[config.mk]
export PLATFORM = sky130hd
export DESIGN_NAME = congruential_random_generators
export DESIGN_NICKNAME = d
export VERILOG_FILES = /design/src/design/crg_pkg.sv /design/src/design/crg_mul.sv /design/src/design/crg_mod.sv /design/src/design/congruential_random_generators.sv
export SDC_FILE = /design/constraint.sdc
export NUM_CORES = 1
export LEC_CHECK = 0
export BUFFER_PORTS_ARGS = -buffer_cell sky130_fd_sc_hd__buf_4
export CAP_MARGIN = 20
export CORE_AREA = 2 2 267 269
export DETAILED_ROUTE_END_ITERATION = 12
export DIE_AREA = 0 0 269 271
export GPL_TIMING_DRIVEN = 0
export PLACE_DENSITY_LB_ADDON = 0.1
export RECOVER_POWER = 100
export SYNTH_ARGS = -nofsm -noshare
export SYNTH_HDL_FRONTEND = slang
export SYNTH_HIERARCHICAL = 1
export SYNTH_SLANG_ARGS = --single-unit
export TNS_END_PERCENT = 1
[constraint.sdc]
create_clock -name clock -period 7.3 [get_ports clock]
set_input_delay 0.365 -clock clock [delete_from_list [all_inputs] [get_ports clock]]
set_output_delay 0.365 -clock clock [all_outputs]
set_load 0.02 [all_outputs]
[src/design/crg_pkg.sv]
package crg_pkg;

   localparam int unsigned WORD_WIDTH = 32;
   localparam int unsigned ADDR_WIDTH = 5;

   // Reset values of the configuration registers and of both generator states
   localparam logic [WORD_WIDTH-1:0] LCG_MULT_RESET = 32'd1220703125;
   localparam logic [WORD_WIDTH-1:0] LCG_INC_RESET  = 32'd0;
   localparam logic [WORD_WIDTH-1:0] LCG_MOD_RESET  = 32'd2147483648;
   localparam logic [WORD_WIDTH-1:0] QCG_SQR_RESET  = 32'd2;
   localparam logic [WORD_WIDTH-1:0] QCG_LIN_RESET  = 32'd0;
   localparam logic [WORD_WIDTH-1:0] QCG_CON_RESET  = 32'd0;
   localparam logic [WORD_WIDTH-1:0] QCG_MOD_RESET  = 32'd46199;
   localparam logic [WORD_WIDTH-1:0] STATE_RESET    = 32'd32;

   typedef logic [WORD_WIDTH-1:0] word_type;

   typedef enum logic [1:0] {
      OP_ADVANCE_LINEAR    = 2'd0,
      OP_ADVANCE_QUADRATIC = 2'd1,
      OP_LOAD_LINEAR       = 2'd2,
      OP_LOAD_QUADRATIC    = 2'd3
   } op_type;

   typedef enum logic [2:0] {
      REG_LCG_MULT = 3'd0,
      REG_LCG_INC  = 3'd1,
      REG_LCG_MOD  = 3'd2,
      REG_QCG_SQR  = 3'd3,
      REG_QCG_LIN  = 3'd4,
      REG_QCG_CON  = 3'd5,
      REG_QCG_MOD  = 3'd6,
      REG_NONE     = 3'd7
   } reg_index_type;

   // Status of a serial arithmetic unit towards the sequencer
   typedef struct packed {
      logic busy;
      logic done;
   } unit_status_type;

endpackage

[src/design/crg_mul.sv]
module crg_mul
   import crg_pkg::*;
(
   input  logic            clock,
   input  logic            reset,
   input  logic            start,
   input  word_type        op_a,
   input  word_type        op_b,
   output unit_status_type status,
   output word_type        product
);

   localparam int unsigned CNT_WIDTH = $clog2(WORD_WIDTH);
   localparam logic [CNT_WIDTH-1:0] LAST_STEP = CNT_WIDTH'(WORD_WIDTH - 1);

   word_type             acc_ff;
   word_type             mcand_ff;
   word_type             mplier_ff;
   logic [CNT_WIDTH-1:0] cnt_ff;
   logic                 busy_ff;
   logic                 done_ff;

   // Shift-and-add, one multiplier bit a cycle, keeping the low word only
   always_ff @(posedge clock) begin
      if (reset) begin
         busy_ff <= 1'b0;
         done_ff <= 1'b0;
         cnt_ff  <= '0;
      end else begin
         done_ff <= 1'b0;
         if (start) begin
            acc_ff    <= '0;
            mcand_ff  <= op_a;
            mplier_ff <= op_b;
            cnt_ff    <= '0;
            busy_ff   <= 1'b1;
         end else if (busy_ff) begin
            if (mplier_ff[0]) begin
               acc_ff <= acc_ff + mcand_ff;
            end
            mcand_ff  <= {mcand_ff[WORD_WIDTH-2:0], 1'b0};
            mplier_ff <= {1'b0, mplier_ff[WORD_WIDTH-1:1]};
            cnt_ff    <= cnt_ff + 1'b1;
            if (cnt_ff == LAST_STEP) begin
               busy_ff <= 1'b0;
               done_ff <= 1'b1;
            end
         end
      end
   end

   assign status.busy = busy_ff;
   assign status.done = done_ff;
   assign product     = acc_ff;

endmodule

[src/design/crg_mod.sv]
module crg_mod
   import crg_pkg::*;
(
   input  logic            clock,
   input  logic            reset,
   input  logic            start,
   input  word_type        dividend,
   input  word_type        modulus,
   output unit_status_type status,
   output word_type        remainder
);

   localparam int unsigned CNT_WIDTH = $clog2(WORD_WIDTH);
   localparam logic [CNT_WIDTH-1:0] LAST_STEP = CNT_WIDTH'(WORD_WIDTH - 1);

   word_type             rem_ff;
   word_type             quo_ff;
   word_type             mod_ff;
   logic [CNT_WIDTH-1:0] cnt_ff;
   logic                 busy_ff;
   logic                 done_ff;
   logic [WORD_WIDTH:0]  shifted;
   logic [WORD_WIDTH:0]  diff;

   // Bring down the next dividend bit and try the subtraction
   always_comb begin
      shifted = {rem_ff, quo_ff[WORD_WIDTH-1]};
      diff    = shifted - {1'b0, mod_ff};
   end

   // Restoring reduction, one dividend bit a cycle; a zero modulus keeps the value
   always_ff @(posedge clock) begin
      if (reset) begin
         busy_ff <= 1'b0;
         done_ff <= 1'b0;
         cnt_ff  <= '0;
      end else begin
         done_ff <= 1'b0;
         if (start) begin
            mod_ff <= modulus;
            cnt_ff <= '0;
            if (modulus == '0) begin
               rem_ff  <= dividend;
               done_ff <= 1'b1;
            end else begin
               rem_ff  <= '0;
               quo_ff  <= dividend;
               busy_ff <= 1'b1;
            end
         end else if (busy_ff) begin
            if (!diff[WORD_WIDTH]) begin
               rem_ff <= diff[WORD_WIDTH-1:0];
            end else begin
               rem_ff <= shifted[WORD_WIDTH-1:0];
            end
            quo_ff <= {quo_ff[WORD_WIDTH-2:0], 1'b0};
            cnt_ff <= cnt_ff + 1'b1;
            if (cnt_ff == LAST_STEP) begin
               busy_ff <= 1'b0;
               done_ff <= 1'b1;
            end
         end
      end
   end

   assign status.busy = busy_ff;
   assign status.done = done_ff;
   assign remainder   = rem_ff;

endmodule

[src/design/congruential_random_generators.sv]
// Two 32-bit congruential generators, linear and quadratic, sharing one bit-serial
// multiplier and one bit-serial reducer. A request carries an operation in tuser and a
// seed in tdata; an advance returns the new state with a flag telling which generator
// produced it, a load just replaces a state and returns nothing. Products and sums
// wrap at 32 bits before the reduction, and a modulus of zero keeps the wrapped value.
// A linear advance runs one multiplication and a quadratic one runs two, followed
// by one reduction; with a zero modulus the reducer finishes without iterating. The
// multiplier and reducer each retire one bit a cycle. The result sits in an output
// register, so a new request is taken while it waits.
module congruential_random_generators
   import crg_pkg::*;
(
   input  logic                  clock,
   input  logic                  reset,
   // request channel
   input  logic                  req_tvalid,
   output logic                  req_tready,
   input  logic [31:0]           req_tdata,   // [31:0] seed_value
   input  logic [1:0]            req_tuser,   // [1:0] operation
   // result channel
   output logic                  rsp_tvalid,
   input  logic                  rsp_tready,
   output logic [31:0]           rsp_tdata,   // [31:0] random_value
   output logic                  rsp_tuser,   // [0] from_quadratic
   // configuration port
   input  logic                  csr_psel,
   input  logic                  csr_penable,
   input  logic                  csr_pwrite,
   input  logic [ADDR_WIDTH-1:0] csr_paddr,
   input  logic [31:0]           csr_pwdata,
   output logic [31:0]           csr_prdata,
   output logic                  csr_pready
);

   typedef enum logic [2:0] {
      S_IDLE,
      S_MUL1,
      S_MUL2,
      S_MOD,
      S_PUT
   } state_type;

   state_type       state_ff, state_in;
   word_type        lcg_mult_ff, lcg_inc_ff, lcg_mod_ff;
   word_type        qcg_sqr_ff, qcg_lin_ff, qcg_con_ff, qcg_mod_ff;
   word_type        lin_state_ff, lin_state_in;
   word_type        quad_state_ff, quad_state_in;
   logic            is_quad_ff, is_quad_in;
   logic            rsp_valid_ff, rsp_valid_in;
   word_type        rsp_data_ff, rsp_data_in;
   logic            rsp_quad_ff, rsp_quad_in;

   logic            req_accept;
   op_type          req_op;
   reg_index_type   csr_index;
   logic            csr_write;

   logic            mul_start;
   word_type        mul_a, mul_b, mul_product;
   unit_status_type mul_stat;
   logic            mod_start;
   word_type        mod_value, mod_modulus, mod_result;
   unit_status_type mod_stat;

   assign req_tready = (state_ff == S_IDLE);
   assign req_accept = req_tvalid && req_tready;
   assign req_op     = op_type'(req_tuser);

   assign csr_pready = 1'b1;
   assign csr_index  = reg_index_type'(csr_paddr[ADDR_WIDTH-1:2]);
   assign csr_write  = csr_psel && csr_penable && csr_pwrite && csr_pready;

   // Return the addressed register
   always_comb begin
      case (csr_index)
         REG_LCG_MULT: csr_prdata = lcg_mult_ff;
         REG_LCG_INC:  csr_prdata = lcg_inc_ff;
         REG_LCG_MOD:  csr_prdata = lcg_mod_ff;
         REG_QCG_SQR:  csr_prdata = qcg_sqr_ff;
         REG_QCG_LIN:  csr_prdata = qcg_lin_ff;
         REG_QCG_CON:  csr_prdata = qcg_con_ff;
         REG_QCG_MOD:  csr_prdata = qcg_mod_ff;
         default:      csr_prdata = '0;
      endcase
   end

   // Hold the configuration registers; writes beyond the list are dropped
   always_ff @(posedge clock) begin
      if (reset) begin
         lcg_mult_ff <= LCG_MULT_RESET;
         lcg_inc_ff  <= LCG_INC_RESET;
         lcg_mod_ff  <= LCG_MOD_RESET;
         qcg_sqr_ff  <= QCG_SQR_RESET;
         qcg_lin_ff  <= QCG_LIN_RESET;
         qcg_con_ff  <= QCG_CON_RESET;
         qcg_mod_ff  <= QCG_MOD_RESET;
      end else if (csr_write) begin
         case (csr_index)
            REG_LCG_MULT: lcg_mult_ff <= csr_pwdata;
            REG_LCG_INC:  lcg_inc_ff  <= csr_pwdata;
            REG_LCG_MOD:  lcg_mod_ff  <= csr_pwdata;
            REG_QCG_SQR:  qcg_sqr_ff  <= csr_pwdata;
            REG_QCG_LIN:  qcg_lin_ff  <= csr_pwdata;
            REG_QCG_CON:  qcg_con_ff  <= csr_pwdata;
            REG_QCG_MOD:  qcg_mod_ff  <= csr_pwdata;
            default:      ;
         endcase
      end
   end

   // Sequence the shared units: the quadratic term is taken as x*(q*x + l) + k
   always_comb begin
      state_in      = state_ff;
      lin_state_in  = lin_state_ff;
      quad_state_in = quad_state_ff;
      is_quad_in    = is_quad_ff;
      rsp_valid_in  = rsp_valid_ff && !rsp_tready;
      rsp_data_in   = rsp_data_ff;
      rsp_quad_in   = rsp_quad_ff;
      mul_start     = 1'b0;
      mul_a         = lcg_mult_ff;
      mul_b         = lin_state_ff;
      mod_start     = 1'b0;
      mod_value     = mul_product + lcg_inc_ff;
      mod_modulus   = lcg_mod_ff;
      case (state_ff)
         S_IDLE: begin
            if (req_accept) begin
               case (req_op)
                  OP_ADVANCE_LINEAR: begin
                     mul_start  = 1'b1;
                     is_quad_in = 1'b0;
                     state_in   = S_MUL1;
                  end
                  OP_ADVANCE_QUADRATIC: begin
                     mul_start  = 1'b1;
                     mul_a      = qcg_sqr_ff;
                     mul_b      = quad_state_ff;
                     is_quad_in = 1'b1;
                     state_in   = S_MUL1;
                  end
                  OP_LOAD_LINEAR:    lin_state_in  = req_tdata;
                  OP_LOAD_QUADRATIC: quad_state_in = req_tdata;
                  default:           ;
               endcase
            end
         end
         S_MUL1: begin
            if (mul_stat.done) begin
               if (is_quad_ff) begin
                  mul_start = 1'b1;
                  mul_a     = mul_product + qcg_lin_ff;
                  mul_b     = quad_state_ff;
                  state_in  = S_MUL2;
               end else begin
                  mod_start = 1'b1;
                  state_in  = S_MOD;
               end
            end
         end
         S_MUL2: begin
            mod_value   = mul_product + qcg_con_ff;
            mod_modulus = qcg_mod_ff;
            if (mul_stat.done) begin
               mod_start = 1'b1;
               state_in  = S_MOD;
            end
         end
         S_MOD: begin
            if (mod_stat.done) begin
               if (is_quad_ff) begin
                  quad_state_in = mod_result;
               end else begin
                  lin_state_in = mod_result;
               end
               state_in = S_PUT;
            end
         end
         S_PUT: begin
            // Wait for the output register to free up
            if (!rsp_valid_ff || rsp_tready) begin
               rsp_valid_in = 1'b1;
               rsp_data_in  = mod_result;
               rsp_quad_in  = is_quad_ff;
               state_in     = S_IDLE;
            end
         end
         default: state_in = S_IDLE;
      endcase
   end

   // Hold state, generator states and the output register
   always_ff @(posedge clock) begin
      if (reset) begin
         state_ff      <= S_IDLE;
         lin_state_ff  <= STATE_RESET;
         quad_state_ff <= STATE_RESET;
         is_quad_ff    <= 1'b0;
         rsp_valid_ff  <= 1'b0;
      end else begin
         state_ff      <= state_in;
         lin_state_ff  <= lin_state_in;
         quad_state_ff <= quad_state_in;
         is_quad_ff    <= is_quad_in;
         rsp_valid_ff  <= rsp_valid_in;
      end
      rsp_data_ff <= rsp_data_in;
      rsp_quad_ff <= rsp_quad_in;
   end

   assign rsp_tvalid = rsp_valid_ff;
   assign rsp_tdata  = rsp_data_ff;
   assign rsp_tuser  = rsp_quad_ff;

   crg_mul u_mul (
      .clock   (clock),
      .reset   (reset),
      .start   (mul_start),
      .op_a    (mul_a),
      .op_b    (mul_b),
      .status  (mul_stat),
      .product (mul_product)
   );

   crg_mod u_mod (
      .clock     (clock),
      .reset     (reset),
      .start     (mod_start),
      .dividend  (mod_value),
      .modulus   (mod_modulus),
      .status    (mod_stat),
      .remainder (mod_result)
   );

`ifndef SYNTHESIS
   // Multiplier finishes only while the sequencer waits on it
   assert property (@(posedge clock) disable iff (reset)
      mul_stat.done |-> (state_ff == S_MUL1 || state_ff == S_MUL2))
      else $error("multiplier finished outside a multiply step");

   // Reducer finishes only while the sequencer waits on it
   assert property (@(posedge clock) disable iff (reset)
      mod_stat.done |-> (state_ff == S_MOD))
      else $error("reducer finished outside the reduction step");

   // The two serial units never run at once
   assert property (@(posedge clock) disable iff (reset)
      !(mul_stat.busy && mod_stat.busy))
      else $error("multiplier and reducer busy together");

   // A load never produces a result
   assert property (@(posedge clock) disable iff (reset)
      (req_accept && (req_op == OP_LOAD_LINEAR || req_op == OP_LOAD_QUADRATIC))
      |=> (state_ff == S_IDLE))
      else $error("load request left the sequencer busy");

   // A new result enters the output register only from the final step
   assert property (@(posedge clock) disable iff (reset)
      $rose(rsp_tvalid) |-> ($past(state_ff) == S_PUT))
      else $error("result raised outside the output step");
`endif

endmodule

==> reports/results.ini <==
[status]
outcome=finished with violations
violations=max-capacitance violations, max-slew violations

[floorplan]
die_h_um=271
core_um2=69800
die_area_um2=72900
start_util=0.436
ioPinCount=146
die_x_um=269
rows=97

[global_routing]
grt_max_degree=34
grt-ovfl-total=0
antenna_found_initial=4
grt_pass1_wl_um=167000
grt_usage=0.309
grt_pass1_vias=26000

[timing]
max_freq_mhz=154
rsz0062_at_grt=no
tns_ps=0
worstMarginPinSlew_ps=2660
holdWs_ps=37.4
maxSlewViolCount=209
finalCritPeriodShare=0.890
hold_violations=0
max_slew_margin=-0.779
finalSetupViolations=0
min_period_ps=6500
worst_clock_skew_ps=22.4

[critical_path]
slowest_stage=clkbuf_1
path_cells=clkbuf_1, inv_1, nor3_1, clkbuf_1, clkbuf_1, mux2_1, ha_1, inv_1, fa_1, nor2b_1, o211ai_1, a21oi_1, o311ai_0, a21oi_1, nor2_1, mux2i_1, nand3_1, and3_1, a311o_1
cp_data_arrival_time_ps=6880
start_kind=flip-flop
required_ps=7680
worstSetupPathType=flip-flop to flip-flop
endpoint_kind=flip-flop
crit_path_frequent_cell=clkbuf_1
crit_fanout=10
cp_slowest_stage_delay_ps=890

[clock_network]
cts_buffers=59
clockRootBuffer=clkbuf_16
post_cts_buffers=0
cts_tree=yes
clockBufferDepth=3
path_clk_slew_ps=60
clock_sinks=532
cts_hold_buf=0
htree_levels=2
cts_resized=0
clk_latency_ps=640

[pwr]
power_leakage_uw=0.0133
power_density_nw_per_um2=211
ir_worst_vdd_mv=0.173

[place]
dp_hpwl_um=91300
io_buffer_count=141
dp.cells=4404
post_dp_cell_area_um2=32800
gp_congestion=0.992

[finish]
final_area_um2=34600
fin_util=0.496
nets=3738
drive_above_1_share=0.105
fin_cells=4518
syn_to_final_growth_pct=13.9

[drt]
drcViolationCount=0
drt_first_pass_iters=6
ant_nets=0
wirelength_um=115000
via_per_inst=5.85
drt_iter0_drc=2757
wl_per_cell_um=25.5
vias=26400

[synth]
syn_area_um2=30400
ys_warn_count=6
syn_nets=3529
syn_inst=3318
avgSynthCellArea_um2=9.17

[flow_run]
drv_cap=7

[hold_path]
hold_path.class=input pin to flip-flop

==> flip-flops by register name, indices dropped and copies added (netlist names), 3 cells and up <==
signal,count
qcg_lin_ff,32
lcg_mod_ff,32
lcg_inc_ff,32
u_mul/cnt_ff,5
qcg_sqr_ff,32
u_mul/product,32
u_mod/cnt_ff,5
lcg_mult_ff,32
lin_state_ff,32
rsp_tdata,32
quad_state_ff,32
qcg_mod_ff,32
state_ff,3
u_mod/remainder,32
u_mul/mplier_ff,32
u_mod/quo_ff,32
u_mul/mcand_ff,32
u_mod/mod_ff,32
qcg_con_ff,32
==> placed cells by master (no fill, tap or decap), types with 24 or more instances in the layout <==
cell       instances
a211oi_1          78
a21o_1            55
a21oi_1          331
a22oi_1           53
a31oi_1           24
and3_1            39
buf_4             89
clkbuf_1         265
clkbuf_16         67
dfxtp_1          307
edfxtp_1         225
ha_1             129
inv_1             84
mux2_1            78
mux2_2           124
mux2i_1           95
nand2_1          580
nand3_1           38
nand3b_1          29
nor2_1           202
nor2b_1           32
nor3_1            55
o21ai_0          124
xnor2_1           49
xor2_1            45
==> area by class of cell <==
type                    count  area (µm²)
fillers                  6642       35100
plain buffers             221         870
flip-flops and latches    532       12900
inverters                  84         315
multi-input cells        2481       16300
clock inverters            28         359
well taps                 940        1180
clock buffers              83        1820
diodes                      1        2.50
repair buffers            148         882
==> metal layers <==
layer / vias up / part of all wire / GRT usage
li1: 12400 / - / -
met1: 12700 / 0.42 / 0.400
met2: 1047 / 0.48 / 0.523
met3: 253 / 0.060 / 0.0361
met4: 0 / 0.043 / 0.123
met5: - / 0 / 0
==> worst max-delay path: cells and delay by family (launching register included) <==
family | cells | cell delay (ps)
compound gates | 5 | 1480
fa+ha+maj | 2 | 630
buf+inv | 5 | 2260
flops | 1 | 330
mux | 2 | 580
simple gates | 5 | 940
==> stage by stage <==
step                      total power, µW  worst slack (ps)
after floorplan                      3750              2140
after global placement               4020              -789
after detailed placement             4030              1160
after CTS                            7350              1120
after global routing                 7530               550
final                                7320               800
==> worst paths after layout <==
check / depth (start not counted) / endpoint / start / slack (ps)
setup reg to reg: 19 / u_mod/remainder[18] / state_ff[1] / 800
hold / removal: 3 / qcg_sqr_ff[14] / csr_pwdata[14] / 40
setup / recovery: 19 / u_mod/remainder[18] / state_ff[1] / 800
hold reg to reg: 2 / lcg_inc_ff[5] / lcg_inc_ff[5] / 470
==> where the power goes <==
group | switching, µW | leakage, µW | internal, µW
clock network | 1320 | 0.00108 | 2020
registers | 52.0 | 0.00455 | 3180
logic | 479 | 0.00767 | 266
Note: power is estimated with default switching activity, not from simulation.
